===== config.mk =====
export PLATFORM = sky130hd
export DESIGN_NAME = relocation_blind_code_checksum_core
export DESIGN_NICKNAME = d
export VERILOG_FILES = /design/src/rtl/rbcc_pkg.sv /design/src/rtl/relocation_blind_code_checksum_core.sv /design/src/rtl/rbcc_front.sv /design/src/rtl/rbcc_queue.sv /design/src/rtl/rbcc_back.sv
export SDC_FILE = /design/constraint.sdc
export NUM_CORES = 1
export LEC_CHECK = 0
export ABC_AREA = 1
export BUFFER_PORTS_ARGS = -buffer_cell sky130_fd_sc_hd__buf_2
export CAP_MARGIN = 30
export CORE_MARGIN = 2
export CORE_UTILIZATION = 25
export CTS_CLUSTER_DIAMETER = 40
export DETAILED_ROUTE_END_ITERATION = 8
export GPL_TIMING_DRIVEN = 0
export PLACE_DENSITY = 0.41
export SLEW_MARGIN = 5
export SYNTH_ARGS = -nofsm -noshare
export SYNTH_HDL_FRONTEND = slang
export SYNTH_SLANG_ARGS = --single-unit

===== constraint.sdc =====
create_clock -name aclk -period 8.55 [get_ports aclk]
set_clock_uncertainty 0.05 [all_clocks]
set_input_delay 1.2825 -clock aclk [delete_from_list [all_inputs] [get_ports aclk]]
set_output_delay 1.2825 -clock aclk [all_outputs]
set_load 0.05 [all_outputs]

===== src/rtl/rbcc_pkg.sv =====
// ----------------------------------------------------------------------------
// rbcc_pkg
// Shared types and constants for the relocation-blind code checksum block.
// ----------------------------------------------------------------------------
package rbcc_pkg;

    // Decoupling queue between the classifier and the accumulator
    localparam int unsigned QDEPTH = 4;
    localparam int unsigned QPTR_W = $clog2(QDEPTH);
    localparam int unsigned QCNT_W = $clog2(QDEPTH + 1);

    localparam int unsigned WORD_W    = 32;
    localparam int unsigned HALF_W    = 16;
    localparam int unsigned CFG_IDX_W = 1;

    localparam logic [WORD_W-1:0] SEED_RESET   = 32'h0B112D28;
    localparam logic [WORD_W-1:0] ADJUST_RESET = 32'h002A4EB6;
    localparam logic [WORD_W-1:0] BASE_RESET   = SEED_RESET + ADJUST_RESET;

    // Opcode bits cleared from the JAL upper half
    localparam logic [HALF_W-1:0] JAL_OPC_MASK = 16'hFC00;

    localparam logic [5:0] OPC_JAL   = 6'h03;
    localparam logic [5:0] OPC_ADDIU = 6'h09;
    localparam logic [5:0] OPC_LUI   = 6'h0F;
    localparam logic [5:0] OPC_LW    = 6'h23;

    typedef enum logic {
        OP_START = 1'b0,
        OP_CODE  = 1'b1
    } op_t;

    typedef enum logic [CFG_IDX_W-1:0] {
        REG_SEED   = 1'b0,
        REG_ADJUST = 1'b1
    } cfg_reg_t;

    // One classified transaction: start loads the header, otherwise value
    // is the signed contribution of the code word to the running sum
    typedef struct packed {
        logic              start;
        logic              last;
        logic [WORD_W-1:0] value;
    } qentry_t;

endpackage


===== src/rtl/relocation_blind_code_checksum_core.sv =====
// ----------------------------------------------------------------------------
// relocation_blind_code_checksum_core
// Checksum of a MIPS code stream that ignores relocatable immediates.
// ----------------------------------------------------------------------------
// Throughput: one transaction per cycle on both sides while the queue is not
//   full and no result is stalled on m_tready; front and accumulator each
//   handle one word per clock. Path: a last word is written into the queue,
//   then popped into the result register that drives m_tdata.
// Reset (aresetn low, synchronous): queue empty, no result pending, sum,
//   previous word and header cleared, seed and adjust back to defaults.
module relocation_blind_code_checksum_core (
    input  logic        aclk,
    input  logic        aresetn,
    input  logic        s_tvalid,
    output logic        s_tready,
    input  logic [31:0] s_tdata,   // [31:0] word
    input  logic        s_tuser,   // [0] op
    input  logic        s_tlast,
    output logic        m_tvalid,
    input  logic        m_tready,
    output logic [31:0] m_tdata,   // [31:0] offset
    input  logic        cfg_we,
    input  logic [0:0]  cfg_index,
    input  logic [31:0] cfg_wdata
);
    import rbcc_pkg::*;

    logic [WORD_W-1:0] seed_reg, seed_next;
    logic [WORD_W-1:0] adjust_reg, adjust_next;
    logic [WORD_W-1:0] base_reg, base_next;

    logic    q_full, q_push, q_valid, q_pop;
    qentry_t q_in, q_head;

    always_comb begin
        seed_next   = seed_reg;
        adjust_next = adjust_reg;
        if (cfg_we) begin
            unique case (cfg_index)
                REG_SEED:   seed_next   = cfg_wdata;
                REG_ADJUST: adjust_next = cfg_wdata;
                default:    ;
            endcase
        end
        base_next = seed_next + adjust_next;
    end

    always_ff @(posedge aclk) begin
        if (!aresetn) begin
            seed_reg   <= SEED_RESET;
            adjust_reg <= ADJUST_RESET;
            base_reg   <= BASE_RESET;
        end else begin
            seed_reg   <= seed_next;
            adjust_reg <= adjust_next;
            base_reg   <= base_next;
        end
    end

    rbcc_front u_front (
        .aclk     (aclk),
        .aresetn  (aresetn),
        .s_tvalid (s_tvalid),
        .s_tready (s_tready),
        .s_tdata  (s_tdata),
        .s_tuser  (s_tuser),
        .s_tlast  (s_tlast),
        .q_full   (q_full),
        .q_push   (q_push),
        .q_entry  (q_in)
    );

    rbcc_queue u_queue (
        .aclk       (aclk),
        .aresetn    (aresetn),
        .push       (q_push),
        .push_entry (q_in),
        .full       (q_full),
        .valid      (q_valid),
        .head       (q_head),
        .pop        (q_pop)
    );

    rbcc_back u_back (
        .aclk     (aclk),
        .aresetn  (aresetn),
        .q_valid  (q_valid),
        .q_head   (q_head),
        .q_pop    (q_pop),
        .base     (base_reg),
        .m_tvalid (m_tvalid),
        .m_tready (m_tready),
        .m_tdata  (m_tdata)
    );

endmodule


===== src/rtl/rbcc_front.sv =====
// ----------------------------------------------------------------------------
// rbcc_front
// Accepts input transactions, tracks the previous code word and reduces each
// word to its contribution to the running sum.
// ----------------------------------------------------------------------------
module rbcc_front (
    input  logic                    aclk,
    input  logic                    aresetn,
    input  logic                    s_tvalid,
    output logic                    s_tready,
    input  logic [31:0]             s_tdata,   // [31:0] word
    input  logic                    s_tuser,   // [0] op
    input  logic                    s_tlast,
    input  logic                    q_full,
    output logic                    q_push,
    output rbcc_pkg::qentry_t       q_entry
);
    import rbcc_pkg::*;

    logic [WORD_W-1:0] prev_word_reg, prev_word_next;
    logic              accept;
    logic              is_start;
    logic [5:0]        opc;
    logic [4:0]        rs, rt, prev_rt;
    logic [HALF_W-1:0] hi, lo, prev_lo;
    logic              pair_hit;
    logic              jal_hit;
    logic [WORD_W-1:0] delta;

    assign s_tready = !q_full;
    assign accept   = s_tvalid && s_tready;
    assign is_start = (s_tuser == OP_START);

    assign opc     = s_tdata[31:26];
    assign rs      = s_tdata[25:21];
    assign rt      = s_tdata[20:16];
    assign hi      = s_tdata[31:16];
    assign lo      = s_tdata[15:0];
    assign prev_rt = prev_word_reg[20:16];
    assign prev_lo = prev_word_reg[15:0];

    // LUI followed by ADDIU/LW on the same register: both immediates cancel
    assign pair_hit = (prev_word_reg[31:26] == OPC_LUI) &&
                      ((opc == OPC_ADDIU) || (opc == OPC_LW)) &&
                      (rs == prev_rt) && (rs == rt);
    assign jal_hit  = (opc == OPC_JAL);

    always_comb begin
        if (pair_hit) begin
            delta = {{HALF_W{1'b0}}, hi} - {{HALF_W{1'b0}}, prev_lo};
        end else if (jal_hit) begin
            delta = {{HALF_W{1'b0}}, hi & ~JAL_OPC_MASK};
        end else begin
            delta = {{HALF_W{1'b0}}, hi} + {{HALF_W{1'b0}}, lo};
        end
    end

    always_comb begin
        prev_word_next = prev_word_reg;
        if (accept) begin
            prev_word_next = is_start ? '0 : s_tdata;
        end
    end

    always_ff @(posedge aclk) begin
        if (!aresetn) begin
            prev_word_reg <= '0;
        end else begin
            prev_word_reg <= prev_word_next;
        end
    end

    assign q_push        = accept;
    assign q_entry.start = is_start;
    assign q_entry.last  = s_tlast;
    assign q_entry.value = is_start ? s_tdata : delta;

endmodule


===== src/rtl/rbcc_queue.sv =====
// ----------------------------------------------------------------------------
// rbcc_queue
// Short FIFO of classified transactions between front and back.
// ----------------------------------------------------------------------------
module rbcc_queue (
    input  logic              aclk,
    input  logic              aresetn,
    input  logic              push,
    input  rbcc_pkg::qentry_t push_entry,
    output logic              full,
    output logic              valid,
    output rbcc_pkg::qentry_t head,
    input  logic              pop
);
    import rbcc_pkg::*;

    localparam logic [QPTR_W-1:0] PTR_LAST = QPTR_W'(QDEPTH - 1);

    qentry_t           entry_reg [QDEPTH];
    logic [QPTR_W-1:0] wr_ptr_reg, wr_ptr_next;
    logic [QPTR_W-1:0] rd_ptr_reg, rd_ptr_next;
    logic [QCNT_W-1:0] count_reg, count_next;
    logic              do_push, do_pop;

    assign full    = (count_reg == QCNT_W'(QDEPTH));
    assign valid   = (count_reg != '0);
    assign head    = entry_reg[rd_ptr_reg];
    assign do_push = push && !full;
    assign do_pop  = pop && valid;

    always_comb begin
        wr_ptr_next = wr_ptr_reg;
        rd_ptr_next = rd_ptr_reg;
        count_next  = count_reg;
        if (do_push) begin
            wr_ptr_next = (wr_ptr_reg == PTR_LAST) ? '0 : wr_ptr_reg + 1'b1;
        end
        if (do_pop) begin
            rd_ptr_next = (rd_ptr_reg == PTR_LAST) ? '0 : rd_ptr_reg + 1'b1;
        end
        if (do_push && !do_pop) begin
            count_next = count_reg + 1'b1;
        end else if (do_pop && !do_push) begin
            count_next = count_reg - 1'b1;
        end
    end

    always_ff @(posedge aclk) begin
        if (!aresetn) begin
            wr_ptr_reg <= '0;
            rd_ptr_reg <= '0;
            count_reg  <= '0;
        end else begin
            wr_ptr_reg <= wr_ptr_next;
            rd_ptr_reg <= rd_ptr_next;
            count_reg  <= count_next;
        end
    end

    always_ff @(posedge aclk) begin
        if (do_push) begin
            entry_reg[wr_ptr_reg] <= push_entry;
        end
    end

endmodule


===== src/rtl/rbcc_back.sv =====
// ----------------------------------------------------------------------------
// rbcc_back
// Folds queued contributions into header + sum and drives the result
// register.
// ----------------------------------------------------------------------------
module rbcc_back (
    input  logic              aclk,
    input  logic              aresetn,
    input  logic              q_valid,
    input  rbcc_pkg::qentry_t q_head,
    output logic              q_pop,
    input  logic [31:0]       base,      // seed + adjust
    output logic              m_tvalid,
    input  logic              m_tready,
    output logic [31:0]       m_tdata    // [31:0] offset
);
    import rbcc_pkg::*;

    // acc holds header + running sum, so offset = base - acc
    logic [WORD_W-1:0] acc_reg, acc_next;
    logic              out_valid_reg, out_valid_next;
    logic [WORD_W-1:0] out_data_reg, out_data_next;
    logic              out_free;
    logic [WORD_W-1:0] acc_upd;

    assign out_free = !out_valid_reg || m_tready;
    assign q_pop    = q_valid && (!q_head.last || out_free);
    assign acc_upd  = q_head.start ? q_head.value : acc_reg + q_head.value;

    always_comb begin
        acc_next       = acc_reg;
        out_valid_next = out_valid_reg && !m_tready;
        out_data_next  = out_data_reg;
        if (q_pop) begin
            acc_next = acc_upd;
            if (q_head.last) begin
                out_valid_next = 1'b1;
                out_data_next  = base - acc_upd;
            end
        end
    end

    always_ff @(posedge aclk) begin
        if (!aresetn) begin
            acc_reg       <= '0;
            out_valid_reg <= 1'b0;
        end else begin
            acc_reg       <= acc_next;
            out_valid_reg <= out_valid_next;
        end
    end

    always_ff @(posedge aclk) begin
        out_data_reg <= out_data_next;
    end

    assign m_tvalid = out_valid_reg;
    assign m_tdata  = out_data_reg;

endmodule


==> results.md <==
- Run status: finished clean
- Clock Tree Buf Depth: 3
- Slowest CP cell: buf_1
- Die ar.: 86,000 sq um
- Vias: about 19,000
- Place WS: between 2 and 2.5 ns
- Worst setup margin: 2.34 ns
- Routed WL: just over 70 mm
- Tot GR Track Use: 16.8%
- Net count, final: around 3,200
- Starting Density: 25.1%
- I/O pin count: 106
- Vias in the first global route: 18,415
- Final hold violations: 0
- Drt wl/cell: 17.3 microns
- Antenna Diode Count: 0
- Die Y: 293 microns
- WP data required: between 8 and 9 ns
- Post-CTS Hold Fix Bufs: 0
- Seq/Total Area, Yosys: between 30% and 40%
- Slew headroom: 32.7%
- CTS tree: yes
- Maximum VDD drop: roughly 0.18 mV
- Site Rows: 106
- Distinct cells, synth: 58
- P per Cell Area: 443 nW/um^2
- Max FO, Critical Path: 10
- Net Count, Synth: 3,022
- Post-DP HPWL: between 50 and 60 mm
- Async set or reset register ratio after synthesis: 0%
- Clock Latency Late Sink: 0.64 ns
- Critical path class: flop to flop
- Drt drc: 0
- CP Launch Type: flop
- CTS Root Cell: clkbuf_16
- Number of I/O port buffers: 102
- CP most frequent cell: nand2_1
- Largest net degree at the start of global routing: 25
- Final setup viols: 0
- Via density: approximately 4.5
- Global-route wire length before repair: 109 mm
- Routability cong.: 0.889
- Max FFs per register: 136
- Fin. max-slew vios: 0
- Starting DRC count in detailed routing: 1,048
- Period utilization: between 70% and 80%
- H-tree levels: 3
- Clock transition at the registers of the reported paths: 0.05 ns
- Synthesized flop and latch total: 333
- CP max stage delay: between 0.4 and 0.5 ns
- Worst-margin pin slew: approximately 1 ns
- Commonest cells after routing, fill and taps aside: nand2_1, inv_1, nor2_1
- Global route overflow: 0
- EDFF count, synth: about 170
- Share of post-route cells with drive strength above 1: a little under an eighth
- Resize count post-CTS: 0
- Unrepaired setup endpoints after global routing: false
- Reg2reg path depth: 30
- Main synth FF type: edfxtp_1
- Layout area overhead: 22.2%
- Total power: 11.3 mW
- Leakage power: 12.0 nW
- Final ANT Viol Nets: 0
- Core Util, Final: between 30% and 40%
- Die width: 293 microns
- Core ar.: 83,300 sq um
- Clock Sinks: 333
- Initial antenna violation count: 0
- Commonest non-fill, non-tap cell in the layout: nand2_1
- Setup crit end kind: flop
- Fin crit period: between 6 and 7 ns
- CTS Buf Count: 76
- Hold Path Class: flop to flop
- Synthesized area: about 21,000 sq um
- Post-Syn Area per Cell: 7.38 sq um
- MaxCap Viol Count: 0
- Post-synthesis cell count: 2,832
- YS warnings: 0
- Worst Path Arrival: 6.50 ns
- Setup Buffers After CTS: 0
- Max Clk Rate: 161 MHz
- Worst hold stages: 2
- Initial DRT Pass Iterations: 5
- Setup_tns: 0 ns
## per-stage QoR
stage	area, sq um	hold WS (ns)	cells
CTS	25500	0.419	4162
detailed placement	22900	0.410	4021
global placement	22800	0.405	4014
finish	25600	0.420	4163
floorplan	20900	0.390	2832
global route	25600	0.443	4163
## per-layer routing
layer / global-route usage (%) / vias to the layer above / share of wire (%)
met3: 2.24 / 94 / 3.4
met4: 4.92 / 0 / 2.2
met1: 22.9 / 8616 / 48
met5: 0 / - / 0
met2: 27.6 / 318 / 46
li1: - / 9701 / -
## area by class of cell
| cell class | instances | area, sq um |
|---|---|---|
| fill | 9107 | 57700 |
| multi-input combinational | 1978 | 10600 |
| sequential | 333 | 8350 |
| clock buffer | 90 | 1970 |
| inverter | 441 | 1660 |
| tap | 1080 | 1350 |
| timing repair buffer | 110 | 648 |
| clock inverter | 51 | 634 |
| buffer | 80 | 370 |
## cell families after synthesis
| logic type | after synthesis | share of synthesized area, % |
|---|---|---|
| simple gates | 1276 | 26.0 |
| buf+inv | 521 | 9.69 |
| compound gates | 515 | 14.2 |
| flops | 333 | 39.9 |
| fa+ha+maj | 118 | 7.27 |
| xor+xnor | 59 | 2.47 |
| mux | 10 | 0.479 |
## synthesized netlist by cell type (19+ instances only)
library cell	instances	area, sq um
buf_2	19	95.1
nand3_1	163	816
nor2_2	22	138
xor2_1	43	377
o22ai_1	29	181
edfxtp_1	168	5040
o21ai_0	173	866
a211oi_1	19	143
clkbuf_1	46	173
nand4_1	24	150
inv_1	431	1620
nand2_1	698	2620
o211ai_1	23	173
nor2_1	256	961
o21a_1	25	188
ha_1	112	1400
nand2_2	36	225
a21oi_1	154	771
o21ai_1	31	155
dfxtp_1	165	3300
## worst paths after layout
kind	slack, ns	endpoint	from
worst max-delay path	2.34	u_back.m_tdata[25]	flop
worst min-delay path	0.42	u_front.prev_word_reg[28]	u_front.prev_word_reg[28]
worst max register to register	2.34	u_back.m_tdata[25]	flop
worst min register to register	0.42	u_front.prev_word_reg[28]	u_front.prev_word_reg[28]
## worst max-delay path, delay by kind of cell, from the launching register on
kind | cells | cell delay [ns]
xor+xnor | 1 | 0.08
buf+inv | 6 | 1.30
simple gates | 14 | 1.44
flops | 1 | 0.45
compound gates | 5 | 1.15
fa+ha+maj | 3 | 1.09
mux | 1 | 0.32
## power by group
group	internal [mW]	total, mW	leakage (nW)	switching [mW]
sequential	2.16	2.28	2.93	0.125
clock	1.92	2.94	1.25	1.02
combinational	1.82	6.10	7.87	4.28
total	5.90	11.3	12.0	5.43
(Power assumes the default switching activity.)
